File: src/rtl/long_fir_convolution_defines.svh
// assertion macros shared by the long fir convolution rtl
`ifndef LONG_FIR_CONVOLUTION_DEFINES_SVH
`define LONG_FIR_CONVOLUTION_DEFINES_SVH

// same-cycle implication, sampled on clk and quiet during reset
`define LFC_ASSERT_NOW(label, ante, cons, msg) \
    label: assert property (@(posedge clk) disable iff (!rst_n) (ante) |-> (cons)) \
        else $error(msg);

// next-cycle implication, sampled on clk and quiet during reset
`define LFC_ASSERT_NEXT(label, ante, cons, msg) \
    label: assert property (@(posedge clk) disable iff (!rst_n) (ante) |=> (cons)) \
        else $error(msg);

`endif

File: src/rtl/lfc_pkg.sv
// shared types and constants of the long fir convolution block
package lfc_pkg;

    // default depth of the tap store and the history ring
    localparam int DEFAULT_MAX_TAPS = 1024;

    // fixed field widths
    localparam int SAMPLE_BITS = 16;
    localparam int KIND_W      = 2;
    localparam int IDX_W       = 10;
    localparam int CNT_REG_W   = 11;

    // configuration port
    localparam int DATA_W  = 32;
    localparam int ADDR_W  = 3;
    localparam int RIDX_W  = ADDR_W - 2;
    localparam logic [RIDX_W-1:0] REG_TAP_COUNT = RIDX_W'(0);

    // command queue between front and back
    localparam int QUEUE_DEPTH = 2;
    localparam int QPTR_W      = (QUEUE_DEPTH > 1) ? $clog2(QUEUE_DEPTH) : 1;
    localparam int QCNT_W      = $clog2(QUEUE_DEPTH + 1);

    // item kinds
    typedef enum logic [KIND_W-1:0] {
        KIND_SAMPLE = 2'd0,
        KIND_LOAD   = 2'd1,
        KIND_CLEAR  = 2'd2
    } kind_t;

    // one queued command
    typedef struct packed {
        kind_t                         kind;
        logic [IDX_W-1:0]              tap_index;
        logic signed [SAMPLE_BITS-1:0] value;
    } cmd_t;

    // queue status seen by both sides
    typedef struct packed {
        logic can_push;
        logic has_data;
    } q_status_t;

    // back end status seen by the front
    typedef struct packed {
        logic init_busy;
    } back_status_t;

endpackage

File: src/rtl/lfc_queue.sv
// short command queue between front and back
module lfc_queue (
    input  logic               clk,
    input  logic               rst_n,
    input  logic               push,
    input  lfc_pkg::cmd_t      push_data,
    input  logic               pop,
    output lfc_pkg::cmd_t      head,
    output lfc_pkg::q_status_t status
);
    import lfc_pkg::*;

    cmd_t              entry_reg [QUEUE_DEPTH];
    logic [QPTR_W-1:0] wr_ptr_reg, wr_ptr_next;
    logic [QPTR_W-1:0] rd_ptr_reg, rd_ptr_next;
    logic [QCNT_W-1:0] count_reg, count_next;

    assign head            = entry_reg[rd_ptr_reg];
    assign status.can_push = count_reg != QCNT_W'(QUEUE_DEPTH);
    assign status.has_data = count_reg != '0;

    // pointer and fill count update
    always_comb
    begin
        wr_ptr_next = wr_ptr_reg;
        rd_ptr_next = rd_ptr_reg;
        count_next  = count_reg;
        if (push)
        begin
            wr_ptr_next = (wr_ptr_reg == QPTR_W'(QUEUE_DEPTH - 1)) ? '0 : wr_ptr_reg + 1'b1;
        end
        if (pop)
        begin
            rd_ptr_next = (rd_ptr_reg == QPTR_W'(QUEUE_DEPTH - 1)) ? '0 : rd_ptr_reg + 1'b1;
        end
        if (push && !pop)
        begin
            count_next = count_reg + 1'b1;
        end
        else if (pop && !push)
        begin
            count_next = count_reg - 1'b1;
        end
    end

    always_ff @(posedge clk or negedge rst_n)
    begin
        if (!rst_n)
        begin
            wr_ptr_reg <= '0;
            rd_ptr_reg <= '0;
            count_reg  <= '0;
        end
        else
        begin
            wr_ptr_reg <= wr_ptr_next;
            rd_ptr_reg <= rd_ptr_next;
            count_reg  <= count_next;
        end
    end

    // entry storage
    always_ff @(posedge clk)
    begin
        if (push)
        begin
            entry_reg[wr_ptr_reg] <= push_data;
        end
    end

endmodule

File: config.mk
export PLATFORM = sky130hd
export DESIGN_NAME = lfc_queue
export DESIGN_NICKNAME = d
export VERILOG_FILES = /design/src/rtl/long_fir_convolution_defines.svh /design/src/rtl/lfc_pkg.sv /design/src/rtl/lfc_queue.sv
export SDC_FILE = /design/constraint.sdc
export NUM_CORES = 1
export LEC_CHECK = 0
export ABC_AREA = 1
export BUFFER_PORTS_ARGS = -buffer_cell sky130_fd_sc_hd__buf_2
export CAP_MARGIN = 40
export CORE_MARGIN = 3
export CORE_UTILIZATION = 51
export CTS_CLUSTER_SIZE = 40
export DETAILED_ROUTE_END_ITERATION = 6
export PLACE_DENSITY = 0.78
export SLEW_MARGIN = 20
export SYNTH_ARGS = -nofsm -noshare
export SYNTH_HDL_FRONTEND = slang
export SYNTH_SLANG_ARGS = --single-unit
File: constraint.sdc
create_clock -name clk -period 2.5 [get_ports clk]
set_clock_uncertainty 0.05 [all_clocks]
set_input_delay 0.125 -clock clk [delete_from_list [all_inputs] [get_ports clk]]
set_output_delay 0.125 -clock clk [all_outputs]
set_load 0.01 [all_outputs]
# Yosys cells after proc, flatten, opt, wreduce, memory -nomap -nowiden
# Memory sizes are Yosys's and may differ from the RTL's.
# Cells that the tools add are included.
# word_totals
ff_bits,4
mem_bits_rw,56
input_bits,32
out_inout_bits,30
wordCells,21
n_memories,1
# mem_list
name,depth,width,rd,rd_ports_with_merged_regs,write_ports,line_no,rtl
entry_reg,2,28,1,0,1,lfc_queue.sv:13,cmd_t entry_reg [QUEUE_DEPTH];
# classes
addsub,4
n_eq_ne,1
n_mux,6
n_reduce_logical,6
# ops
operator,count
1-bit 2-to-1 mux,4
2-bit 2-to-1 mux,2
2-bit nonzero test,2
"1-bit adder, second input constant",2
"2-bit by 1-bit adder with 2-bit output, second input constant",1
1-bit logical AND,2
1-bit zero test,2
"2-bit inequality test, second input constant",1
"2-bit by 1-bit subtractor with 2-bit output, second input constant",1

# Logic depth before layout (Yosys ltp)
# Gate-level depths: netlist (run 1).
# logic_depth
depth_word,4
ltp_mapped,7
ltp_nobuf,7

# Worst setup path before layout (run 1)
# Ideal clock, no wire load.
# synth_path
kind,register to register
from,register wr_ptr_reg
to,memory entry_reg[0][0] (netlist bit) (enable)
setup_time_ns,0.413
t_arrival_ns,1.600
t_required_ns,2.037
path_slack_ns,0.437
path_stages_with_launch,2
cell_sequence,dfrtp_1 nor2_1
# synth_lines
element,line_no,rtl
"start, declared",lfc_queue.sv:14,"logic [QPTR_W-1:0] wr_ptr_reg, wr_ptr_next;"
"start signal, assigned",lfc_queue.sv:56,wr_ptr_reg <= wr_ptr_next;
"end, declared",lfc_queue.sv:13,
# Straight into the memory's write port.

==> run metrics, run 1 <==
outcome=complete, no violations; Worst Path Required=2330 ps; Post-CTS Resized=0; Post-Route WL=4180 um; row cnt=23; postcts setup bufs=0; most frequent cell after synthesis=edfxtp_1; Pleak=1.28 nW; area of the core=4140 sq um; max_cap viols=0; final count of pins violating max slew=0; CP Launch Type=flip-flop; RSZ-0062 raised after global routing=false; Die X-Extent=between 70 and 80 um; Async SR Flop Fraction=6.67%; # DRC=0; clk_lat worst skew=320 ps; Max FO, Critical Path=29; Mapped Area=2270 sq um; starting density of the core=54.9%; first-pass GRT wire length=6500 um; top post-synthesis cells by area=edfxtp_1 74%, mux2_2 8.9%, mux2_4 6.6%; RD Place Congestion=~0.74; share of the yosys chip area belonging to registers=78.3%; maximum vdd drop=0.000643 V; Post-synth top flop=edfxtp_1; crit-path cells=buf_4, mux2_2, buf_2; Syn Inst Count=112; crit path capture=head[19]; DRT iter0 DRCs=55; Largest stage delay, worst path=400 ps; CTS max path bufs=2; EDFF count, synth=between 50 and 60; synthesis-stage register bit count=60; final setup TNS=0 ps; HP Class=primary input to asynchronous set/reset pin; CTS root buffer=clkbuf_8; Die ar.=5300 sq um; post-layout min period=1770 ps; Synth Net Count=145; clock slew at reported path FFs=60 ps; critical path type=flip-flop to output port; initial antenna violation count=0; grt total ovfl=0; vias in the first global route=1446; area share of the largest cell type after synthesis=around three quarters; arrival time at the worst endpoint=1600 ps; syn avg cell area=20.3 sq um; power density cells=between 1000 and 1500 nW/um^2; top cell type by total area after synthesis=edfxtp_1; share of layout cells above drive strength 1=between 40 and 50%; CTS tree=yes; post-route clock period utilization=70.9%; max FFs per register=56; DIE HEIGHT=~73 um; Vias=1321; diode count=0; Worst R2R Start=wr_ptr_reg; area growth from synthesis to layout=37.5%; leading cell types by count after synthesis=56 x edfxtp_1, 18 x mux2_2, 10 x mux2_4; H-tree Lvls=3; Crit. End Element=output port; Final Hold Vio Count=0; pin count of the biggest net entering global routing=30; # clock sinks=60; Worst-Margin Slew=451 ps; number of routed nets with antenna violations=0; number of setup violations in the final report=0; Final nets=248; Slowest-stage cell, CP=buf_4; Yosys warning count=0; critical path startpoint=rd_ptr_reg; post-DP HPWL=2540 um; IO Count=just over 60; Critical R2R Capture=entry_reg[0][20]; gr usage total=17.2%; WHS=96.4 ps; cts hold-fix bufs=31; cts bufs inserted=9; relative slew slack=69.9%; post-synth cell types=15; vias per inst=4.89; Port-buffer cells=61; WL/cell=15.5 um; DR pass1 iterations=4; fmax=~560 MHz; reg2reg path depth=2; flop2flop setup slack=about 1200 ps
[routing by layer]
| metal | track usage, % | vias to the layer above | part of all wire (%) |
|---|---|---|---|
| met5 | 0 | - | 0 |
| met1 | 18.8 | 628 | 40 |
| met2 | 28.6 | 54 | 52 |
| li1 | - | 626 | - |
| met4 | 8.40 | 0 | 1.8 |
| met3 | 7.58 | 13 | 6.7 |
[layout by cell type (no fill, tap or decap), drive strengths merged]
cell type,instances
edfxtp,56
buf,64
nand2,7
dlygate4sd3,31
ha,1
nor2,1
xor2,2
inv,7
xnor2,1
clkinv,4
clkinvlp,1
mux2,28
dfrtp,4
bufinv,1
nand3,1
nand4,1
clkbuf,10
[where the power goes]
part	switching [mW]	internal, mW	total, mW
logic	0.502	0.482	0.984
clock network	0.345	0.450	0.794
registers	0.0627	1.34	1.40
total	0.910	2.27	3.18
[worst max-delay path: cells and delay by family (launching register included)]
family | cells | cell delay, ps
buf+inv | 2 | 540
flops | 1 | 320
mux | 1 | 400
[how the worst min path moves through the flow]
stage / from / end / slack (ps) / cells after the start
6_report: rst_n / count_reg[0] / 100 / 2
3_5_place_dp: rst_n / count_reg[0] / -110 / 1
5_1_grt: rst_n / count_reg[0] / 90 / 2
3_3_place_gp: rst_n / count_reg[1] / -120 / 1
2_1_floorplan: rst_n / count_reg[0] / -220 / 0
4_1_cts: rst_n / count_reg[0] / 70 / 2
[cell families (layout without fill, tap and decap cells)]
family                     count (synthesis)  after routing  synth area share (%)
xor gates and xnor gates                   3              3                  1.16
adders and majority gates                  1              1                 0.550
buffers and inverters                     10            118                  2.64
DFF                                       60             60                  78.3
muxes                                     28             28                  15.5
and+or+nand+nor                           10             10                  1.82
[area by class of cell]
class,instances,area [sq um]
Sequential cell,60,1780
Fill cell,250,1020
Timing Repair Buffer,95,638
Multi-Input combinational cell,42,435
Clock buffer,10,128
Tap cell,50,62.6
Clock inverter,6,55.1
Inverter,7,26.3
[stage by stage]
| stage | worst slack [ps] | utilization, % | total power [mW] | cell area, sq um | std cells |
|---|---|---|---|---|---|
| after detailed placement | 1090 | 63.6 | 2.38 | 2630 | 223 |
| after floorplan | 437 | - | 2.07 | 2270 | 112 |
| after global placement | 1090 | 63.6 | 2.34 | 2630 | 223 |
| final | 727 | 75.5 | 3.18 | 3130 | 270 |
| after CTS | 727 | 75.5 | 3.20 | 3130 | 270 |
| after global routing | 659 | 75.5 | 3.34 | 3130 | 270 |
Note: power is estimated with default switching activity, not from simulation.
==> run 2: changes to the inputs <==
- clock period: 2.5 -> 1.7 ns (I/O delays scaled with it)
==> run 2 against run 1 <==
Net effect: worst hold slack lost 41 ps; worst setup slack worse by 660 ps; die area unchanged; largest cell class unchanged; power is 43% higher; register-to-register slack worse by 690 ps; global-route usage rose by 0.92 points; clock-buffer cell count down 1; final cell count increased by 1.1%.
==> run metrics, run 2 (synthesized netlist as in run 1, its figures left out) <==
post-route clock period utilization=96.0%; Die X-Extent=72.8 um; power density cells=1460 nW/um^2; Post-Route WL=4400 um; overall power=4.56 mW; IO Count=62; DP Area=2660 sq um; cts bufs inserted=9; clk_lat worst skew=310 ps; final setup TNS=0 ps; RD Place Congestion=0.687; number of setup violations in the final report=0; Fillers=roughly 250; Worst Path Required=1560 ps; Inst Count DP=226; row cnt=23; storage element area=1780 sq um; post-DP HPWL=2990 um; CTS max path bufs=2; HP Class=primary input to asynchronous set/reset pin; commonest non-fill, non-tap cell in the layout=buf_2; Port-buffer cells=61; max_cap viols=0; area growth from synthesis to layout=37.3%; arrival time at the worst endpoint=1500 ps; Pleak=1.28 nW; first-pass GRT wire length=about 7000 um; grt total ovfl=0; Vias=1341; postcts setup bufs=0; pin count of the biggest net entering global routing=20; # DRC=0; starting density of the core=54.9%; fmax=around 600 MHz; post-route insts no fill=273; diode count=0; RSZ-0062 raised after global routing=false; # clock sinks=60; Final Hold Vio Count=0; Die ar.=5300 sq um; WHS=55.0 ps; WL/cell=around 16 um; Crit. End Element=output port; CTS root buffer=clkbuf_8; H-tree Lvls=3; multi-input logic area=~440 sq um; post-layout instance area=3120 sq um; share of layout cells above drive strength 1=48.9%; initial antenna violation count=0; maximum vdd drop=0.000913 V; final count of pins violating max slew=0; Post-CTS Resized=0; critical path type=flip-flop to output port; Final nets=251; clock slew at reported path FFs=60 ps; vias in the first global route=1462; number of routed nets with antenna violations=0; post-layout min period=1630 ps; gr usage total=around 18%; outcome=complete, no violations; CP Launch Type=flip-flop; area of the core=4140 sq um; vias per inst=4.91; relative slew slack=between 70% and 80%; commonest non-fill, non-tap cells in the layout=61 x buf_2, 56 x edfxtp_1, 31 x dlygate4sd3_1; max FFs per register=between 50 and 60; Max FO, Critical Path=19; CTS tree=yes; DRT iter0 DRCs=37; DIE HEIGHT=72.8 um; Worst-Margin Slew=between 300 and 400 ps; DR pass1 iterations=4
==> run 2: cell count changes in the layout (fill, tap and decap cells not counted), sizes merged <==
cell and delta:
bufinv -1, clkbuf -1, buf +3, clkinv +2
==> run 2: through the flow <==
step | setup WS [ps] | util [%]
2_1_floorplan | 91.6 | -
3_3_place_gp | 442 | 64.1
3_5_place_dp | 393 | 64.1
4_1_cts | 41.3 | 75.4
5_1_grt | 9.97 | 75.4
6_report | 68.7 | 75.4
==> run 2: repair_timing <==
item                                    4_1_cts  5_1_grt
endpoints found under the setup margin        0        0
hold buffers                                 31        0
endpoints found under the hold margin        62        0
==> run 2: path summary, 6_finish.rpt <==
| check | from | to | slack, ps | depth (start not counted) |
|---|---|---|---|---|
| worst max-delay path | rd_ptr_reg | head[14] | 70 | 3 |
| worst min-delay path | rst_n | rd_ptr_reg | 60 | 2 |
| worst max register to register | wr_ptr_reg | entry_reg[0][20] | 530 | 2 |
| worst min register to register | wr_ptr_reg | wr_ptr_reg | 460 | 1 |
| max in group asynchronous | rst_n | wr_ptr_reg | 1420 | 2 |
| min in group clk | push_data[0] | entry_reg[0][0] | 440 | 2 |
==> run 2: per-layer routing <==
metal  global-route usage, %  up-vias  part of all wire (%)
met5                       0        -                     0
met1                    20.8      660                    39
li1                        -      635                     -
met4                    6.97        0                   1.1
met3                    6.61        6                   4.8
met2                    30.9       40                    55
==> run 2: report_power, final <==
| part | switching [mW] | total, mW | internal (mW) |
|---|---|---|---|
| sequential | 0.102 | 2.07 | 1.97 |
| clock | 0.503 | 1.01 | 0.504 |
| combinational | 0.742 | 1.48 | 0.740 |
| total | 1.35 | 4.56 | 3.21 |
==> run 2: worst max-delay path, stage by stage, from the launching register on <==
cell and delay (ps):
dfrtp_1 350, buf_4 310, mux2_2 390, buf_2 140
==> run 2: cell type report <==
type	instances	share of cell area [%]
inverter	7	0.841
sequential	60	57.0
tap	50	2.00
timing repair buffer	98	21.1
clock inverter	7	1.08
clock buffer	9	3.96
multi-input combinational	42	13.9
==> run 3: changes to the inputs <==
- CORE_UTILIZATION: 51 -> 46
- PLACE_DENSITY: 0.78 -> 0.74
- clock period: 1.7 -> 1.5 ns (I/O delays scaled with it)
==> run 3 against run 2 <==
Net effect: the run now ends with negative setup slack left; via count is 0.52% higher; register-to-register slack worse by 290 ps; combinational power is 50% higher; clock power is 9.9% higher; final cell count is 5.5% higher; critical path type unchanged.
==> run metrics, run 3 (synthesized netlist as in run 1, its figures left out) <==
# clock sinks=60; CTS max path bufs=2; overall power=5.72 mW; Post-Route WL=4650 um; Sw Ratio=28.6%; post-route clock period utilization=104%; starting density of the core=49.8%; WL/cell=between 15 and 20 um; max FFs per register=56; storage element area=1780 sq um; arrival time at the worst endpoint=1440 ps; IO Count=62; HP Class=primary input to asynchronous set/reset pin; Final Hold Vio Count=0; Final nets=252; met3 track demand over resource=4.96%; vias in the first global route=1529; clock slew at reported path FFs=60 ps; flop2flop setup slack=240 ps; Final WS setup=-64.7 ps; max_cap viols=0; Worst Path Required=1370 ps; Die ar.=5820 sq um; grt met2 use=31.5%; diode count=0; Port-buffer cells=a little over 60; sequential share of power=between 40% and 50%; DRT iter0 DRCs=75; Comb pwr share=between 30% and 40%; area growth from synthesis to layout=47.4%; Setup WS pre-CTS=about 230 ps; RD Place Congestion=0.683; Vias=1348; busiest grt layer=met2; gr usage total=17.5%; post-DP HPWL=2900 um; fmax=~640 MHz; Max FO, Critical Path=15; area of the core=4560 sq um; Critical R2R Capture=entry_reg[1][6]; commonest non-fill, non-tap cells in the layout=56 x edfxtp_1, 39 x buf_2, 31 x dlygate4sd3_1; H-tree Lvls=3; Fillers=297; share of layout cells above drive strength 1=48.4%; clk_lat worst skew=320 ps; relative slew slack=between 80% and 90%; number of setup violations in the final report=28; power share of the clock group=19.5%; # DRC=0; multi-input logic area=452 sq um; RSZ-0062 raised after global routing=true; maximum vdd drop=0.00103 V; power density cells=~1700 nW/um^2; initial antenna violation count=0; row cnt=24; CP Launch Type=flip-flop; WHS=31.6 ps; first-pass GRT wire length=around 7500 um; pin count of the biggest net entering global routing=19; final count of pins violating max slew=0; CTS tree=yes; outcome=complete, but fails checks; Worst R2R Start=wr_ptr_reg; cts bufs inserted=9; vias per inst=about 4.7; DR pass1 iterations=4; grt total ovfl=0; GR Util met1=18.7%; failing checks=negative setup slack; reg2reg path depth=3; Die X-Extent=between 70 and 80 um; final core utilization=73.5%; critical path type=flip-flop to output port; Crit. End Element=output port; post-layout min period=1560 ps; number of routed nets with antenna violations=0; P_int=4.08 mW; switching power total=1.63 mW; commonest non-fill, non-tap cell in the layout=edfxtp_1; DIE HEIGHT=between 70 and 80 um; Pleak=about 1.4 nW; CTS root buffer=clkbuf_8; Worst-Margin Slew=241 ps
-- run 3: changes by cell type in the layout (fill, tap and decap cells not counted), moves of 2 or more --
cell      before  now
mux2_4        10   13
buf_4          6    3
buf_6          0   22
buf_2         61   39
mux2_2        18   15
clkinv_2       3    1
buf_12         0    3
-- run 3: layer usage --
metal / share of wire, % / wire length [um] / vias to the layer above
met5: 0 / 0 / -
met4: 1.4 / 63 / 0
met3: 5.5 / 256 / 6
met2: 54 / 2520 / 50
met1: 39 / 1810 / 657
li1: - / - / 635
-- run 3: power by group through the flow --
stage | logic (mW) | registers [mW] | clock network, mW
after floorplan | 1.11 | 2.35 | 0
after global routing | 2.37 | 2.42 | 1.23
after CTS | 2.24 | 2.39 | 1.15
after global placement | 1.63 | 2.36 | 0
after detailed placement | 1.69 | 2.39 | 0
final | 2.22 | 2.39 | 1.11
-- run 3: timing repair --
item / in CTS / in global routing
pin swaps: 0 / 0
hold buffers: 31 / 0
endpoints found under the hold margin: 62 / 0
gates cloned: 1 / 0
buffers inserted: 1 / 0
resized for setup: 27 / 0
endpoints found under the setup margin: 28 / 28
-- run 3: stage by stage --
step | setup TNS, ps | area, sq um | instances
global placement | 0 | 2710 | 240
detailed placement | 0 | 2710 | 240
global route | -2260 | 3350 | 288
finish | -1020 | 3350 | 288
floorplan | 0 | 2280 | 112
CTS | -1170 | 3350 | 288
-- run 3: critical path, cell delays in order, from the launching register on --
cell	delay, ps
dfrtp_2	440
buf_12	180
mux2_2	350
buf_2	140
-- run 3: how the worst max path moves through the flow --
stage / startpoint / to
floorplan: wr_ptr_reg / entry_reg[1][0]
global placement: rd_ptr_reg / head[7]
detailed placement: wr_ptr_reg / entry_reg[1][26]
CTS: rd_ptr_reg / head[7]
global route: rd_ptr_reg / head[3]
finish: rd_ptr_reg / head[7]
-- run 3: layout make-up --
type / count / share of cell area [%]
flip-flops and latches: 60 / 53.2
clock inverters: 5 / 0.597
well taps: 65 / 2.43
multi-input cells: 42 / 13.5
inverters: 7 / 0.784
repair buffers: 99 / 25.7
clock buffers: 10 / 3.81
